===== config.mk =====
export PLATFORM = sky130hd
export DESIGN_NAME = json_byte_tokenizer
export DESIGN_NICKNAME = d
export VERILOG_FILES = /design/src/rtl/jbt_pkg.sv /design/src/rtl/json_byte_tokenizer.sv
export SDC_FILE = /design/constraint.sdc
export NUM_CORES = 1
export LEC_CHECK = 0
export BUFFER_PORTS_ARGS = -buffer_cell sky130_fd_sc_hd__buf_2
export CAP_MARGIN = 20
export CORE_MARGIN = 10
export CORE_UTILIZATION = 32
export DETAILED_ROUTE_END_ITERATION = 12
export GPL_TIMING_DRIVEN = 1
export MAX_ROUTING_LAYER = met4
export PLACE_DENSITY = 0.58
export SYNTH_ARGS = -nofsm -noshare
export SYNTH_HDL_FRONTEND = slang
export SYNTH_SLANG_ARGS = --single-unit

===== constraint.sdc =====
create_clock -name i_clk -period 20.5 [get_ports i_clk]
set_input_delay 4.1 -clock i_clk [delete_from_list [all_inputs] [get_ports i_clk]]
set_output_delay 4.1 -clock i_clk [all_outputs]
set_load 0.1 [all_outputs]

===== src/rtl/jbt_pkg.sv =====
// types and constants shared by the json byte tokenizer
package jbt_pkg;

    localparam int MAX_RES   = 3;
    localparam int RES_DEPTH = 6;
    localparam int CNT_W     = $clog2(RES_DEPTH + 1);

    localparam logic [7:0] CH_QUOTE  = 8'h22;
    localparam logic [7:0] CH_BSLASH = 8'h5C;
    localparam logic [7:0] CH_LBRACE = 8'h7B;
    localparam logic [7:0] CH_RBRACE = 8'h7D;
    localparam logic [7:0] CH_LBRACK = 8'h5B;
    localparam logic [7:0] CH_RBRACK = 8'h5D;
    localparam logic [7:0] CH_COLON  = 8'h3A;
    localparam logic [7:0] CH_COMMA  = 8'h2C;
    localparam logic [7:0] CH_SPACE  = 8'h20;
    localparam logic [7:0] CH_CR     = 8'h0D;
    localparam logic [7:0] CH_LF     = 8'h0A;
    localparam logic [7:0] CH_TAB    = 8'h09;

    typedef enum logic [1:0] {
        MODE_BETWEEN = 2'd0,
        MODE_STRING  = 2'd1,
        MODE_ESCAPE  = 2'd2,
        MODE_BARE    = 2'd3
    } t_scan_mode;

    typedef enum logic [3:0] {
        KIND_LBRACE       = 4'd0,
        KIND_RBRACE       = 4'd1,
        KIND_LBRACKET     = 4'd2,
        KIND_RBRACKET     = 4'd3,
        KIND_COLON        = 4'd4,
        KIND_COMMA        = 4'd5,
        KIND_VALUE        = 4'd6,
        KIND_END          = 4'd7,
        KIND_UNTERMINATED = 4'd8
    } t_kind;

    typedef struct packed {
        logic [7:0] byte_in;
        logic       end_of_input;
    } t_in;

    typedef struct packed {
        logic [3:0] token_kind;
        logic [7:0] value_char;
        logic       char_valid;
        logic       token_last;
    } t_out;

    function automatic logic is_blank(input logic [7:0] c);
        return (c == CH_SPACE) || (c == CH_CR) || (c == CH_LF) || (c == CH_TAB);
    endfunction

    function automatic logic [7:0] fold_lower(input logic [7:0] c);
        return ((c >= "A") && (c <= "Z")) ? c + 8'd32 : c;
    endfunction

    function automatic logic is_value_letter(input logic [7:0] c);
        return (c == "-") || (c == "+") || (c == ".") ||
               ((c >= "0") && (c <= "9")) ||
               (c == "f") || (c == "a") || (c == "l") || (c == "s") ||
               (c == "e") || (c == "t") || (c == "r") || (c == "u");
    endfunction

    // structural character to its token kind, valid flag in the top bit
    function automatic logic [4:0] struct_kind(input logic [7:0] c);
        case (c)
            CH_LBRACE: return {1'b1, KIND_LBRACE};
            CH_RBRACE: return {1'b1, KIND_RBRACE};
            CH_LBRACK: return {1'b1, KIND_LBRACKET};
            CH_RBRACK: return {1'b1, KIND_RBRACKET};
            CH_COLON:  return {1'b1, KIND_COLON};
            CH_COMMA:  return {1'b1, KIND_COMMA};
            default:   return {1'b0, KIND_VALUE};
        endcase
    endfunction

    function automatic t_out mk_res(input t_kind k, input logic [7:0] ch,
                                    input logic v, input logic last);
        t_out r;
        r.token_kind = k;
        r.value_char = v ? ch : 8'd0;
        r.char_valid = v;
        r.token_last = last;
        return r;
    endfunction

endpackage


===== src/rtl/json_byte_tokenizer.sv =====
// json byte tokenizer top level: byte scanner and result queue
//
// Usage: one byte of JSON text per input request on the in channel
// (byte_in, end_of_input set on the final byte of a text). Token results
// leave one per output request on the out channel: kind, an optional value
// character and a last flag closing each token.
// Blanks between tokens give no result; one byte gives up to three results.
// The results of a byte enter the result queue in the cycle after it is accepted.
// Throughput: while out ready stays high, one byte per cycle as long as each
// byte gives at most one result, and one result per cycle out of the
// six-entry result queue; a byte is taken when it has room for three more.
// A bare value's last character is held until the byte after it arrives.
// Reset: the scanner returns to between tokens, the hold and the queue are
// emptied. After the final byte of a text the scanner resets itself too.
// A stalled receiver keeps the head result steady; bytes keep being taken
// until the queue cannot hold a worst-case burst, then in ready drops.
module json_byte_tokenizer (
    input  logic          i_clk,
    input  logic          i_rst_n,
    input  logic          i_in_valid,
    output logic          o_in_ready,
    input  jbt_pkg::t_in  i_in_data,
    output logic          o_out_valid,
    input  logic          i_out_ready,
    output jbt_pkg::t_out o_out_data
);
    import jbt_pkg::*;

    t_scan_mode r_mode, n_mode;
    logic [7:0] r_held, n_held;
    logic       r_held_v, n_held_v;

    t_out             r_slot [RES_DEPTH];
    t_out             n_slot [RES_DEPTH];
    logic [CNT_W-1:0] r_count, n_count;

    t_out       res [MAX_RES];
    logic [1:0] res_n;

    logic             acc, pop;
    logic [CNT_W-1:0] wpos;
    logic [7:0]       c, lc;
    logic             fin;
    logic [4:0]       sk;

    assign c   = i_in_data.byte_in;
    assign fin = i_in_data.end_of_input;
    assign lc  = fold_lower(c);
    assign sk  = struct_kind(c);

    assign o_out_valid = (r_count != '0);
    assign o_out_data  = r_slot[0];
    assign pop         = o_out_valid && i_out_ready;
    assign o_in_ready  = (r_count <= CNT_W'(RES_DEPTH - MAX_RES)) ||
                         ((r_count == CNT_W'(RES_DEPTH - MAX_RES + 1)) && pop);
    assign acc         = i_in_valid && o_in_ready;
    assign wpos        = r_count - CNT_W'(pop);

    // next scanner state
    always_comb begin
        n_mode   = r_mode;
        n_held   = r_held;
        n_held_v = r_held_v;
        if (acc) begin
            case (r_mode)
                MODE_STRING: begin
                    if (c == CH_QUOTE) begin
                        n_held_v = 1'b0;
                        n_mode   = MODE_BETWEEN;
                    end else begin
                        n_held   = c;
                        n_held_v = 1'b1;
                        if (c == CH_BSLASH) n_mode = MODE_ESCAPE;
                    end
                end
                MODE_ESCAPE: begin
                    n_held   = c;
                    n_held_v = 1'b1;
                    n_mode   = MODE_STRING;
                end
                default: begin
                    // bare value: a non-letter ends it and is rescanned
                    if ((r_mode == MODE_BARE) && is_value_letter(lc)) begin
                        n_held   = lc;
                        n_held_v = 1'b1;
                    end else begin
                        n_held_v = 1'b0;
                        n_mode   = MODE_BETWEEN;
                        if (is_blank(c) || sk[4]) begin
                            n_mode = MODE_BETWEEN;
                        end else if (c == CH_QUOTE) begin
                            n_mode = MODE_STRING;
                        end else if (is_value_letter(lc)) begin
                            n_held   = lc;
                            n_held_v = 1'b1;
                            n_mode   = MODE_BARE;
                        end
                    end
                end
            endcase
            if (fin) begin
                n_mode   = MODE_BETWEEN;
                n_held   = 8'd0;
                n_held_v = 1'b0;
            end
        end
    end

    // results of the accepted byte
    always_comb begin
        logic after_bare;
        after_bare = 1'b0;
        res_n      = 2'd0;
        for (int k = 0; k < MAX_RES; k++) res[k] = mk_res(KIND_END, 8'd0, 1'b0, 1'b1);
        case (r_mode)
            MODE_STRING: begin
                if (c == CH_QUOTE) begin
                    res[res_n] = mk_res(KIND_VALUE, r_held, r_held_v, 1'b1);
                    res_n      = res_n + 2'd1;
                end else if (r_held_v) begin
                    res[res_n] = mk_res(KIND_VALUE, r_held, 1'b1, 1'b0);
                    res_n      = res_n + 2'd1;
                end
            end
            MODE_ESCAPE: begin
                if (r_held_v) begin
                    res[res_n] = mk_res(KIND_VALUE, r_held, 1'b1, 1'b0);
                    res_n      = res_n + 2'd1;
                end
            end
            default: begin
                if ((r_mode == MODE_BARE) && is_value_letter(lc)) begin
                    after_bare = 1'b1;
                    if (r_held_v) begin
                        res[res_n] = mk_res(KIND_VALUE, r_held, 1'b1, 1'b0);
                        res_n      = res_n + 2'd1;
                    end
                end else begin
                    if (r_mode == MODE_BARE) begin
                        res[res_n] = mk_res(KIND_VALUE, r_held, 1'b1, 1'b1);
                        res_n      = res_n + 2'd1;
                    end
                    if (is_blank(c) || (c == CH_QUOTE)) begin
                        res_n = res_n;
                    end else if (sk[4]) begin
                        res[res_n] = mk_res(t_kind'(sk[3:0]), 8'd0, 1'b0, 1'b1);
                        res_n      = res_n + 2'd1;
                    end else if (is_value_letter(lc)) begin
                        after_bare = 1'b1;
                    end else begin
                        res[res_n] = mk_res(KIND_VALUE, 8'd0, 1'b0, 1'b1);
                        res_n      = res_n + 2'd1;
                    end
                end
            end
        endcase
        if (fin) begin
            // close whatever the last byte left open, then the end token
            if (after_bare) begin
                res[res_n] = mk_res(KIND_VALUE, (r_mode == MODE_BARE) ? lc : lc,
                                    1'b1, 1'b1);
                res_n      = res_n + 2'd1;
            end else if (((r_mode == MODE_STRING) && (c != CH_QUOTE)) ||
                         (r_mode == MODE_ESCAPE) ||
                         ((r_mode == MODE_BETWEEN) && (c == CH_QUOTE)) ||
                         ((r_mode == MODE_BARE) && (c == CH_QUOTE))) begin
                res[res_n] = mk_res(KIND_UNTERMINATED, 8'd0, 1'b0, 1'b1);
                res_n      = res_n + 2'd1;
            end
            res[res_n] = mk_res(KIND_END, 8'd0, 1'b0, 1'b1);
            res_n      = res_n + 2'd1;
        end
    end

    // result queue: head at slot 0, shifts on each output request
    always_comb begin
        logic [CNT_W-1:0] rel;
        rel = '0;
        for (int i = 0; i < RES_DEPTH; i++) begin
            if (pop && (i < RES_DEPTH - 1)) n_slot[i] = r_slot[(i + 1) % RES_DEPTH];
            else n_slot[i] = r_slot[i];
            rel = CNT_W'(i) - wpos;
            if (acc && (CNT_W'(i) >= wpos) && (rel < CNT_W'(res_n))) begin
                n_slot[i] = res[rel[1:0]];
            end
        end
        n_count = wpos + (acc ? CNT_W'(res_n) : CNT_W'(0));
    end

    always_ff @(posedge i_clk) begin
        if (!i_rst_n) begin
            r_mode   <= MODE_BETWEEN;
            r_held   <= 8'd0;
            r_held_v <= 1'b0;
            r_count  <= '0;
        end else begin
            r_mode   <= n_mode;
            r_held   <= n_held;
            r_held_v <= n_held_v;
            r_count  <= n_count;
        end
    end

    always_ff @(posedge i_clk) begin
        for (int i = 0; i < RES_DEPTH; i++) r_slot[i] <= n_slot[i];
    end

    a_count_bound: assert property (@(posedge i_clk) disable iff (!i_rst_n)
        r_count <= CNT_W'(RES_DEPTH))
        else $error("result queue overflow");

    a_fin_resets: assert property (@(posedge i_clk) disable iff (!i_rst_n)
        (acc && fin) |=> (r_mode == MODE_BETWEEN) && !r_held_v)
        else $error("scanner not reset after final byte");

    a_bare_holds: assert property (@(posedge i_clk) disable iff (!i_rst_n)
        (r_mode == MODE_BARE) |-> r_held_v)
        else $error("bare value without held character");

    a_fin_ends: assert property (@(posedge i_clk) disable iff (!i_rst_n)
        (acc && fin) |-> (res_n != 2'd0) && (res[res_n - 2'd1].token_kind == KIND_END))
        else $error("final byte without end token");

    a_kind_range: assert property (@(posedge i_clk) disable iff (!i_rst_n)
        o_out_valid |-> (o_out_data.token_kind <= KIND_UNTERMINATED))
        else $error("bad token kind");

endmodule


==> run_results.csv, run 1 <==
group,metric,value,unit
clocking,cts_setup_buffers,0,
detailed_routing,route.detailed.drc,0,
place,place_inst,937,
floorplan,die-area,28080,um^2
synth,synth_fp_nets,711,
clocking,ctsHoldBuffers,0,
final_layout,diodes,0,
synth,synth_cells,666,
synth,synth_top_area_frac,0.3619,
detailed_routing,routed_wl,20.03,mm
floorplan,boundaryPins,29,
timing,maxSlewViolCount,0,
synth,synthFlopType,"edfxtp_1",
timing,fin_hold_ws,0.5360,ns
timing,setup_tns,0,ns
place,place.gp.congestion,0.9471,
clocking,clock_sinks,98,
final_layout,drive_above_1_share,0.1947,
place,place_area,7317,um^2
floorplan,die_h,167.6,um
detailed_routing,vias_per_cell,5.817,
final_layout,final_util,0.3598,
worst_setup_path,cp-start-kind,"primary input",
floorplan,core_area,21220,um^2
timing,setup_viol,0,
final_layout,n_fill_cell,2154,
timing,worstMarginPinSlew,1.151,ns
synth,avgSynthCellArea,10.46,um^2
final_layout,final_common_cell,"edfxtp_1",
timing,rsz0062_at_grt,"no",
run,max-cap-violations,0,
floorplan,initial_utilization,0.3284,
worst_setup_path,slowest_delay,0.62,ns
detailed_routing,vias,5544,
worst_setup_path,crit_buf_inv,3,
place,dp_hpwl,14.56,mm
final_layout,layout_common_cells,"84 x edfxtp_1, 46 x nand2_1, 44 x nor2_1, 32 x mux2_2, 32 x a22o_1",
clocking,root_buffer,"clkbuf_16",
timing,finClkSkew,0.01366,ns
synth,synth_top_cell_by_area,"edfxtp_1",
global_routing,grt-ovfl-total,0,
worst_setup_path,endpoint_kind,"flop",
timing,fmax,0.09849,GHz
worst_setup_path,worst-path-max-fanout,15,
synth,synth_edf_count,84,
global_routing,antenna_found_initial,0,
clocking,cts.clk_slew.worst_paths,0.08,ns
synth,ys_seq_elements,98,
worst_setup_path,cp.arrival,10.14,ns
clocking,htree_levels,3,
final_layout,fin_nets,718,
floorplan,dieWidth,167.6,um
global_routing,grt_max_degree,41,
place,portBuffers,28,
pwr,power_density,187.5,nW/um^2
worst_setup_path,path_delay_family,"compound AO/OA/AOI/OAI gates",
pwr,vdd_drop_max,166.7,uV
global_routing,track_usage,0.1431,
clocking,cts_resized,0,
timing,hold_violations,0,
worst_setup_path,required,20.48,ns
run_status,status,"complete, no violations",
clocking,cts_buffers,9,
global_routing,first_global_vias,5277,
global_routing,grt_pass1_wl,31.44,mm
synth,seq_area_frac_synth,0.4022,
timing,fin_crit,10.15,ns
floorplan,rows,53,
worst_setup_path,setup.worst_path.class,"in2reg",
worst_setup_path,path_cells,"buf_2, ha_1, o31a_1, a31o_2, a21oi_1, o21a_1, nor2_1, ha_1, nor2_1, inv_1, o31ai_1, a211o_1, clkinv_4, ha_1, a21oi_1, ha_1, mux2_2, ha_1, nor4_1, o21ai_0, mux2i_1, nor2_4, nand2_1",
timing,timing.final.crit_share,0.4953,
hold_path,hold_path_class,"reg2reg",
synth,ys_warn_count,0,
synth,syn_area,6969,um^2
clocking,insertion_delay,0.36,ns
synth,synth.distinct_cells,78,
timing,slew_headroom,0.2283,
synth,yosys-top-cells-area,"edfxtp_1 36%, mux2_4 5.8%, ha_1 5.6%, mux2_2 5.2%, a22o_1 4.0%",
final_layout,final_cells,953,
clocking,clock_path_buffers,2,
detailed_routing,drtIter0Drc,523,
detailed_routing,detail-route-antenna-nets,0,
synth,async_flop_share,0,
clocking,cts_tree,"done",
final_layout,area_growth,9.569,%
pwr,p_leak,2.789,nW
detailed_routing,wire_per_inst,21.02,um
worst_setup_path,cp_common_cell,"ha_1",
final_layout,fin_area,7636,um^2
detailed_routing,drt-pass1-iter-count,5,
worst_setup_path,slowest_stage,"nand2_1",
==> worst register-to-register path: cells and delay by family (launching register included) <==
kind	cells	cell delay (ns)
adder cells (fa/ha/maj)	4	1.77
AND/OR/NAND/NOR	6	1.67
buffers and inverters	5	1.44
flip-flops	1	0.33
multiplexers	1	0.13
AO/OA/AOI/OAI	1	0.07
==> per-stage QoR <==
stage                     power [W]  worst slack (ns)
after floorplan            0.001056             10.58
after global placement     0.001241             10.18
after detailed placement   0.001248             10.05
after CTS                  0.001435             10.41
after global routing       0.001519             9.813
final                      0.001432             10.35
==> cells in the mapped netlist, types with 7 or more instances <==
cell type	instances
a31oi_1	11
edfxtp_1	84
nor2_1	44
a22o_1	32
mux2_1	9
dfxtp_1	14
o22ai_1	7
nand2b_1	8
a21oi_1	23
mux2_2	32
clkbuf_1	25
nand3_1	15
mux2_4	27
ha_1	31
o211ai_1	7
mux2i_1	10
a211oi_1	15
inv_1	29
nand2_1	46
nor3_1	13
o41ai_1	7
o21ai_0	32
a21boi_0	10
==> sequential cells by signal, summed over array words and instances, names as in the netlist <==
register and flops:
r_count 3, r_held 8, r_held_v 1, r_mode 2, r_slot 84
==> layer usage <==
layer	vias to the layer above	part of all wire	track usage
li1	2590	-	-
met1	2693	0.49	0.2046
met2	244	0.44	0.2085
met3	17	0.066	0.02060
met4	0	0.011	0.03179
met5	-	0	-
==> area by class of cell <==
type | instances | area (um^2) | area share
Clock buffer | 9 | 225.2 | 0.02949
Multi-Input combinational cell | 500 | 3871 | 0.5070
Inverter | 31 | 121.4 | 0.01589
Tap cell | 275 | 344.1 | 0.04506
Timing Repair Buffer | 33 | 177.7 | 0.02327
Clock inverter | 7 | 93.84 | 0.01229
Sequential cell | 98 | 2803 | 0.3670
==> worst paths after layout <==
| check | from | slack (ns) | cells after the start | to |
|---|---|---|---|---|
| max reg2reg | r_count[2] | 14.67 | 17 | r_slot[0][2] |
| min reg2reg | r_mode[0] | 0.54 | 2 | r_mode[0] |
| min | r_mode[0] | 0.54 | 2 | r_mode[0] |
| max | i_in_data[7] | 10.35 | 23 | r_slot[1][6] |
==> cell families after synthesis <==
group | Yosys count | share of synthesized area
buffers and inverters | 68 | 0.04380
DFF | 98 | 0.4022
xor gates and xnor gates | 7 | 0.008797
AOI/OAI and AO/OA | 199 | 0.2070
muxes | 78 | 0.1388
adders and majority gates | 32 | 0.05853
and+or+nand+nor | 184 | 0.1409
==> report_power, final <==
part | internal (W) | total [W] | switching [W] | leakage (nW)
Clock | 0.0000984 | 0.000184 | 0.0000851 | 0.153
Combinational | 0.000275 | 0.000839 | 0.000564 | 1.73
Sequential | 0.000382 | 0.000409 | 0.0000269 | 0.910
Total | 0.000756 | 0.00143 | 0.000676 | 2.79
No activity file was read; power rests on OpenSTA's default activity.
==> run 2: changes to the inputs <==
--- a/config.mk
+++ b/config.mk
@@ -5,6 +5,7 @@
 export SDC_FILE = /design/constraint.sdc
 export NUM_CORES = 1
 export LEC_CHECK = 0
+export ABC_AREA = 1
 export BUFFER_PORTS_ARGS = -buffer_cell sky130_fd_sc_hd__buf_2
 export CAP_MARGIN = 20
 export CORE_MARGIN = 10
==> constraint.sdc (replaced) <==
create_clock -name i_clk -period 10 [get_ports i_clk]
set_input_delay 2 -clock i_clk [delete_from_list [all_inputs] [get_ports i_clk]]
set_output_delay 2 -clock i_clk [all_outputs]
set_load 0.1 [all_outputs]
==> run_results.csv, run 2 <==
group,metric,value,unit
place,dp_hpwl,15.42,mm
synth,seq_area_frac_synth,0.3986,
global_routing,grt_max_degree,42,
synth,ys_seq_elements,98,
timing,finClkSkew,0.01697,ns
worst_setup_path,slowest_stage,"nor4_1",
final_layout,top_regs,"r_slot (84), r_held (8), r_count (3)",
detailed_routing,drt-pass1-iter-count,5,
timing,setup_tns,0,ns
clocking,root_buffer,"clkbuf_16",
final_layout,layout_common_cells,"473 x nand2_1, 129 x nand3_1, 84 x edfxtp_1, 59 x inv_1, 43 x nor2_1",
synth,synthFlopType,"edfxtp_1",
detailed_routing,routed_wl,19.79,mm
floorplan,rows,54,
clocking,cts_setup_buffers,0,
worst_setup_path,reg2regPathDepth,13,
worst_setup_path,r2r_slack,4.14,ns
global_routing,track_usage,0.1447,
hold_path,hp-start,"r_held[3]",
synth,synth_top_cell_by_area,"edfxtp_1",
worst_setup_path,worst-path-max-fanout,15,
clocking,cts_tree,"done",
final_layout,regMostFlops,"r_slot",
final_layout,fin_area,7681,um^2
clocking,clock_sinks,98,
worst_setup_path,cp.arrival,7.24,ns
floorplan,die_h,168.2,um
synth,avgSynthCellArea,7.002,um^2
synth,synth_fp_nets,1049,
worst_setup_path,required,9.99,ns
clocking,htree_levels,3,
place,portBuffers,28,
synth,yosys-top-cells-area,"edfxtp_1 36%, nand2_1 25%, nand3_1 9.2%, ha_1 5.5%, dfxtp_1 4.0%",
worst_setup_path,worst_r2r_endpoint,"r_slot[4][12]",
worst_setup_path,cp_common_cell,"nand2_1",
synth,synth.distinct_cells,41,
run,max-cap-violations,0,
final_layout,final_common_cell,"nand2_1",
floorplan,boundaryPins,29,
final_layout,drive_above_1_share,0.08358,
detailed_routing,wire_per_inst,15.26,um
run_status,status,"complete, no violations",
timing,timing.final.crit_share,0.7254,
synth,synth_cells,1004,
hold_path,hold_end,"r_held[3]",
global_routing,first_global_vias,5979,
detailed_routing,vias_per_cell,4.992,
final_layout,largest_register_ffs,84,
worst_setup_path,slowest_delay,0.80,ns
final_layout,fin_nets,1057,
final_layout,area_growth,9.254,%
final_layout,n_fill_cell,2332,
synth,synth_top_area_frac,0.3588,
worst_setup_path,cp-start-kind,"primary input",
clocking,insertion_delay,0.36,ns
synth,synth_edf_count,84,
synth,yosysMostFrequentCell,"nand2_1",
hold_path,hold_path_class,"reg2reg",
synth,async_flop_share,0,
worst_setup_path,endpoint_kind,"flop",
floorplan,die-area,28300,um^2
timing,hold_violations,0,
place,place_area,7358,um^2
timing,fin_hold_ws,0.4669,ns
global_routing,grt-ovfl-total,0,
global_routing,antenna_found_initial,0,
synth,synthTopCellsByCount,"473 x nand2_1, 129 x nand3_1, 84 x edfxtp_1, 59 x inv_1, 43 x nor2_1",
place,place.gp.congestion,0.9622,
timing,post-route-worst-setup-slack,2.746,ns
synth,ys_warn_count,0,
detailed_routing,detail-route-antenna-nets,0,
detailed_routing,vias,6475,
final_layout,diodes,0,
global_routing,grt_pass1_wl,32.77,mm
hold_path,min_path_cells,2,
timing,fmax,0.1379,GHz
synth,syn_area,7030,um^2
timing,fin_crit,7.254,ns
floorplan,initial_utilization,0.3242,
clocking,clock_path_buffers,2,
clocking,cts_resized,0,
clocking,cts.clk_slew.worst_paths,0.07,ns
detailed_routing,route.detailed.drc,0,
clocking,cts_buffers,9,
timing,worstMarginPinSlew,0.9179,ns
timing,rsz0062_at_grt,"no",
detailed_routing,drtIter0Drc,623,
timing,maxSlewViolCount,0,
timing,slew_headroom,0.3824,
clocking,ctsHoldBuffers,0,
worst_setup_path,setup.worst_path.class,"in2reg",
floorplan,dieWidth,168.2,um
place,post-place-ws,2.419,ns
floorplan,core_area,21690,um^2
worst_setup_path,worstReg2RegStart,"r_count[0]",
timing,setup_viol,0,
-- run 2: how the worst max path moves through the flow --
stage | startpoint | endpoint | slack (ns)
final | i_in_data[3] | r_slot[4][12] | 2.75
after global routing | i_in_data[6] | r_slot[0][11] | 2.22
after CTS | i_in_data[3] | r_slot[4][9] | 2.79
after detailed placement | i_in_data[3] | r_slot[4][5] | 2.42
after global placement | i_out_ready | r_slot[0][6] | 2.54
after floorplan | i_in_data[8] | r_slot[0][0] | 3.49
-- run 2: worst max-delay path, delay by kind of cell --
family,cells,cell delay (ns)
AND/OR/NAND/NOR,15,2.93
AO/OA/AOI/OAI,3,0.79
adder cells (fa/ha/maj),4,1.05
buffers and inverters,4,0.47
-- run 2: per-layer routing --
metal  wire [um]  vias up  part of all wire  track usage
met4         179        0            0.0090      0.02612
met5           0        -                 0            -
met3        1141       13             0.058      0.02887
li1            -     3294                 -            -
met1       10040     2968              0.51       0.2056
met2        8434      200              0.43       0.2094
-- run 2: through the flow --
stage,utilization,instances
2_1_floorplan,-,1004
3_3_place_gp,0.3393,1281
5_1_grt,0.3542,1297
6_report,0.3542,1297
4_1_cts,0.3542,1297
3_5_place_dp,0.3393,1281
-- run 2: logic make-up (layout without fill, tap and decap cells) --
kind of cell	Yosys count	in the layout	share of synthesized area
adders and majority gates	32	32	0.05802
xor gates and xnor gates	2	2	0.002492
buffers and inverters	106	119	0.06478
AOI/OAI and AO/OA	78	78	0.06300
DFF	98	98	0.3986
and+or+nand+nor	688	688	0.4131
-- run 2: area by class of cell --
class,count,area [um^2],area share
Clock buffer,9,225.2,0.02932
Clock inverter,7,97.59,0.01271
Inverter,72,270.3,0.03518
Multi-Input combinational cell,800,3772,0.4911
Sequential cell,98,2803,0.3649
Tap cell,280,350.3,0.04561
Timing Repair Buffer,31,162.7,0.02118
Power of run 2 is not shown: default switching activity piles up to over one toggle a cycle in this logic, so the estimate is an artifact.
==> run 3: changes to the inputs <==
--- a/config.mk
+++ b/config.mk
@@ -13,7 +13,7 @@
 export DETAILED_ROUTE_END_ITERATION = 12
 export GPL_TIMING_DRIVEN = 1
 export MAX_ROUTING_LAYER = met4
-export PLACE_DENSITY = 0.58
+export PLACE_DENSITY = 0.6
 export SYNTH_ARGS = -nofsm -noshare
 export SYNTH_HDL_FRONTEND = slang
 export SYNTH_SLANG_ARGS = --single-unit
==> constraint.sdc (replaced) <==
create_clock -name i_clk -period 6.39 [get_ports i_clk]
set_input_delay 1.278 -clock i_clk [delete_from_list [all_inputs] [get_ports i_clk]]
set_output_delay 1.278 -clock i_clk [all_outputs]
set_load 0.1 [all_outputs]
==> run_results.csv, run 3 (synthesis results as in run 2) <==
group,metric,value,unit
timing,maxSlewViolCount,0,
worst_setup_path,endpoint_kind,"flop",
timing,slew_headroom,0.4676,
final_layout,n_fill_cell,2339,
place,place.gp.congestion,0.9460,
timing,timing.final.crit_share,0.9147,
detailed_routing,detail-route-antenna-nets,0,
clocking,htree_levels,3,
final_layout,area_growth,11.44,%
worst_setup_path,slowest_stage,"nor2_1",
worst_setup_path,cp_common_cell,"nand2_1",
clocking,insertion_delay,0.36,ns
global_routing,use_met2,0.2164,
detailed_routing,route.detailed.drc,0,
final_layout,layout_common_cells,"473 x nand2_1, 129 x nand3_1, 84 x edfxtp_1, 59 x inv_1, 43 x nor2_1",
worst_setup_path,slowest_delay,0.31,ns
place,dp_hpwl,15.53,mm
worst_setup_path,required,6.46,ns
detailed_routing,wire_per_inst,14.97,um
detailed_routing,drtIter0Drc,535,
timing,fin_crit,5.845,ns
timing,finClkSkew,0.01037,ns
timing,setup_viol,0,
floorplan,die_h,168.2,um
hold_path,hold_path_class,"reg2reg",
clocking,cts_resized,0,
clocking,clock_path_buffers,2,
clocking,cts_setup_buffers,0,
final_layout,largest_register_ffs,84,
final_layout,top_regs,"r_slot (84), r_held (8), r_count (3)",
worst_setup_path,worst-path-max-fanout,15,
global_routing,grt_pass1_wl,32.84,mm
final_layout,final_common_cell,"nand2_1",
floorplan,initial_utilization,0.3242,
clocking,clock_sinks,98,
detailed_routing,vias_per_cell,4.845,
final_layout,fin_nets,1079,
run_status,status,"complete, no violations",
timing,hold_violations,0,
worst_setup_path,setup.worst_path.class,"in2reg",
clocking,root_buffer,"clkbuf_16",
clocking,ctsHoldBuffers,0,
global_routing,gr-usage-met3,0.02049,
timing,setup_tns,0,ns
floorplan,boundaryPins,29,
timing,rsz0062_at_grt,"no",
global_routing,grtUsageMet1,0.1986,
detailed_routing,drt-pass1-iter-count,7,
detailed_routing,routed_wl,19.75,mm
global_routing,antenna_found_initial,0,
floorplan,dieWidth,168.2,um
global_routing,grt.busiest_layer,"met2",
global_routing,grt-ovfl-total,0,
clocking,cts_tree,"done",
floorplan,die-area,28300,um^2
floorplan,core_area,21690,um^2
timing,fmax,0.1711,GHz
final_layout,drive_above_1_share,0.1039,
global_routing,first_global_vias,6181,
final_layout,regMostFlops,"r_slot",
timing,worstMarginPinSlew,0.7936,ns
floorplan,rows,54,
place,portBuffers,28,
global_routing,grt_max_degree,42,
run,max-cap-violations,0,
detailed_routing,vias,6390,
clocking,cts.clk_slew.worst_paths,0.08,ns
global_routing,track_usage,0.1438,
worst_setup_path,cp.arrival,5.91,ns
worst_setup_path,cp-start-kind,"primary input",
final_layout,diodes,0,
clocking,cts_buffers,9,
[run 3: cell count changes in the layout (fill, tap and decap cells not counted)]
cell	delta
clkinv_2	-1
bufinv_16	-2
buf_12	+1
buf_4	+21
clkinv_4	+2
clkinv_1	-1
clkinv_8	+1
inv_8	+1
[run 3: layout make-up]
| class | instances | area (um^2) | area share |
|---|---|---|---|
| inverters | 72 | 270.3 | 0.03449 |
| flip-flops and latches | 98 | 2803 | 0.3577 |
| multi-input cells | 800 | 3772 | 0.4815 |
| repair buffers | 53 | 340.3 | 0.04344 |
| clock buffers | 9 | 225.2 | 0.02874 |
| clock inverters | 7 | 73.82 | 0.009422 |
| well taps | 280 | 350.3 | 0.04471 |
[run 3: path summary, 6_finish.rpt]
check                     from           end  slack (ns)  cells past startpoint
hold / removal       r_held[0]     r_held[0]        0.47                      2
hold reg to reg      r_held[0]     r_held[0]        0.47                      2
setup / recovery  i_in_data[3]  r_slot[4][3]        0.55                     28
setup reg to reg    r_count[0]  r_slot[4][3]        1.90                     17
[run 3: metal layers]
| metal | vias to the layer above | routed length, um |
|---|---|---|
| li1 | 3335 | - |
| met1 | 2871 | 9962 |
| met2 | 168 | 8577 |
| met3 | 16 | 967 |
| met4 | 0 | 241 |
| met5 | - | 0 |
[run 3: worst max-delay path: cells and delay by family]
kind	cells	cell delay (ns)
and+or+nand+nor	15	2.21
adders and majority gates	4	1.05
buffers and inverters	7	0.97
AOI/OAI and AO/OA	2	0.39
[run 3: stage by stage]
| stage | area (um^2) | hold WS, ns | instances | worst slack, ns | utilization |
|---|---|---|---|---|---|
| floorplan | 7030 | 0.4454 | 1004 | 0.5989 | - |
| global placement | 7536 | 0.4606 | 1303 | 0.3447 | 0.3475 |
| detailed placement | 7536 | 0.4612 | 1303 | 0.1927 | 0.3475 |
| CTS | 7835 | 0.4733 | 1319 | 0.5613 | 0.3613 |
| global route | 7835 | 0.5060 | 1319 | 0.01495 | 0.3613 |
| finish | 7835 | 0.4743 | 1319 | 0.5450 | 0.3613 |
Power of run 3 is left out for the same reason.
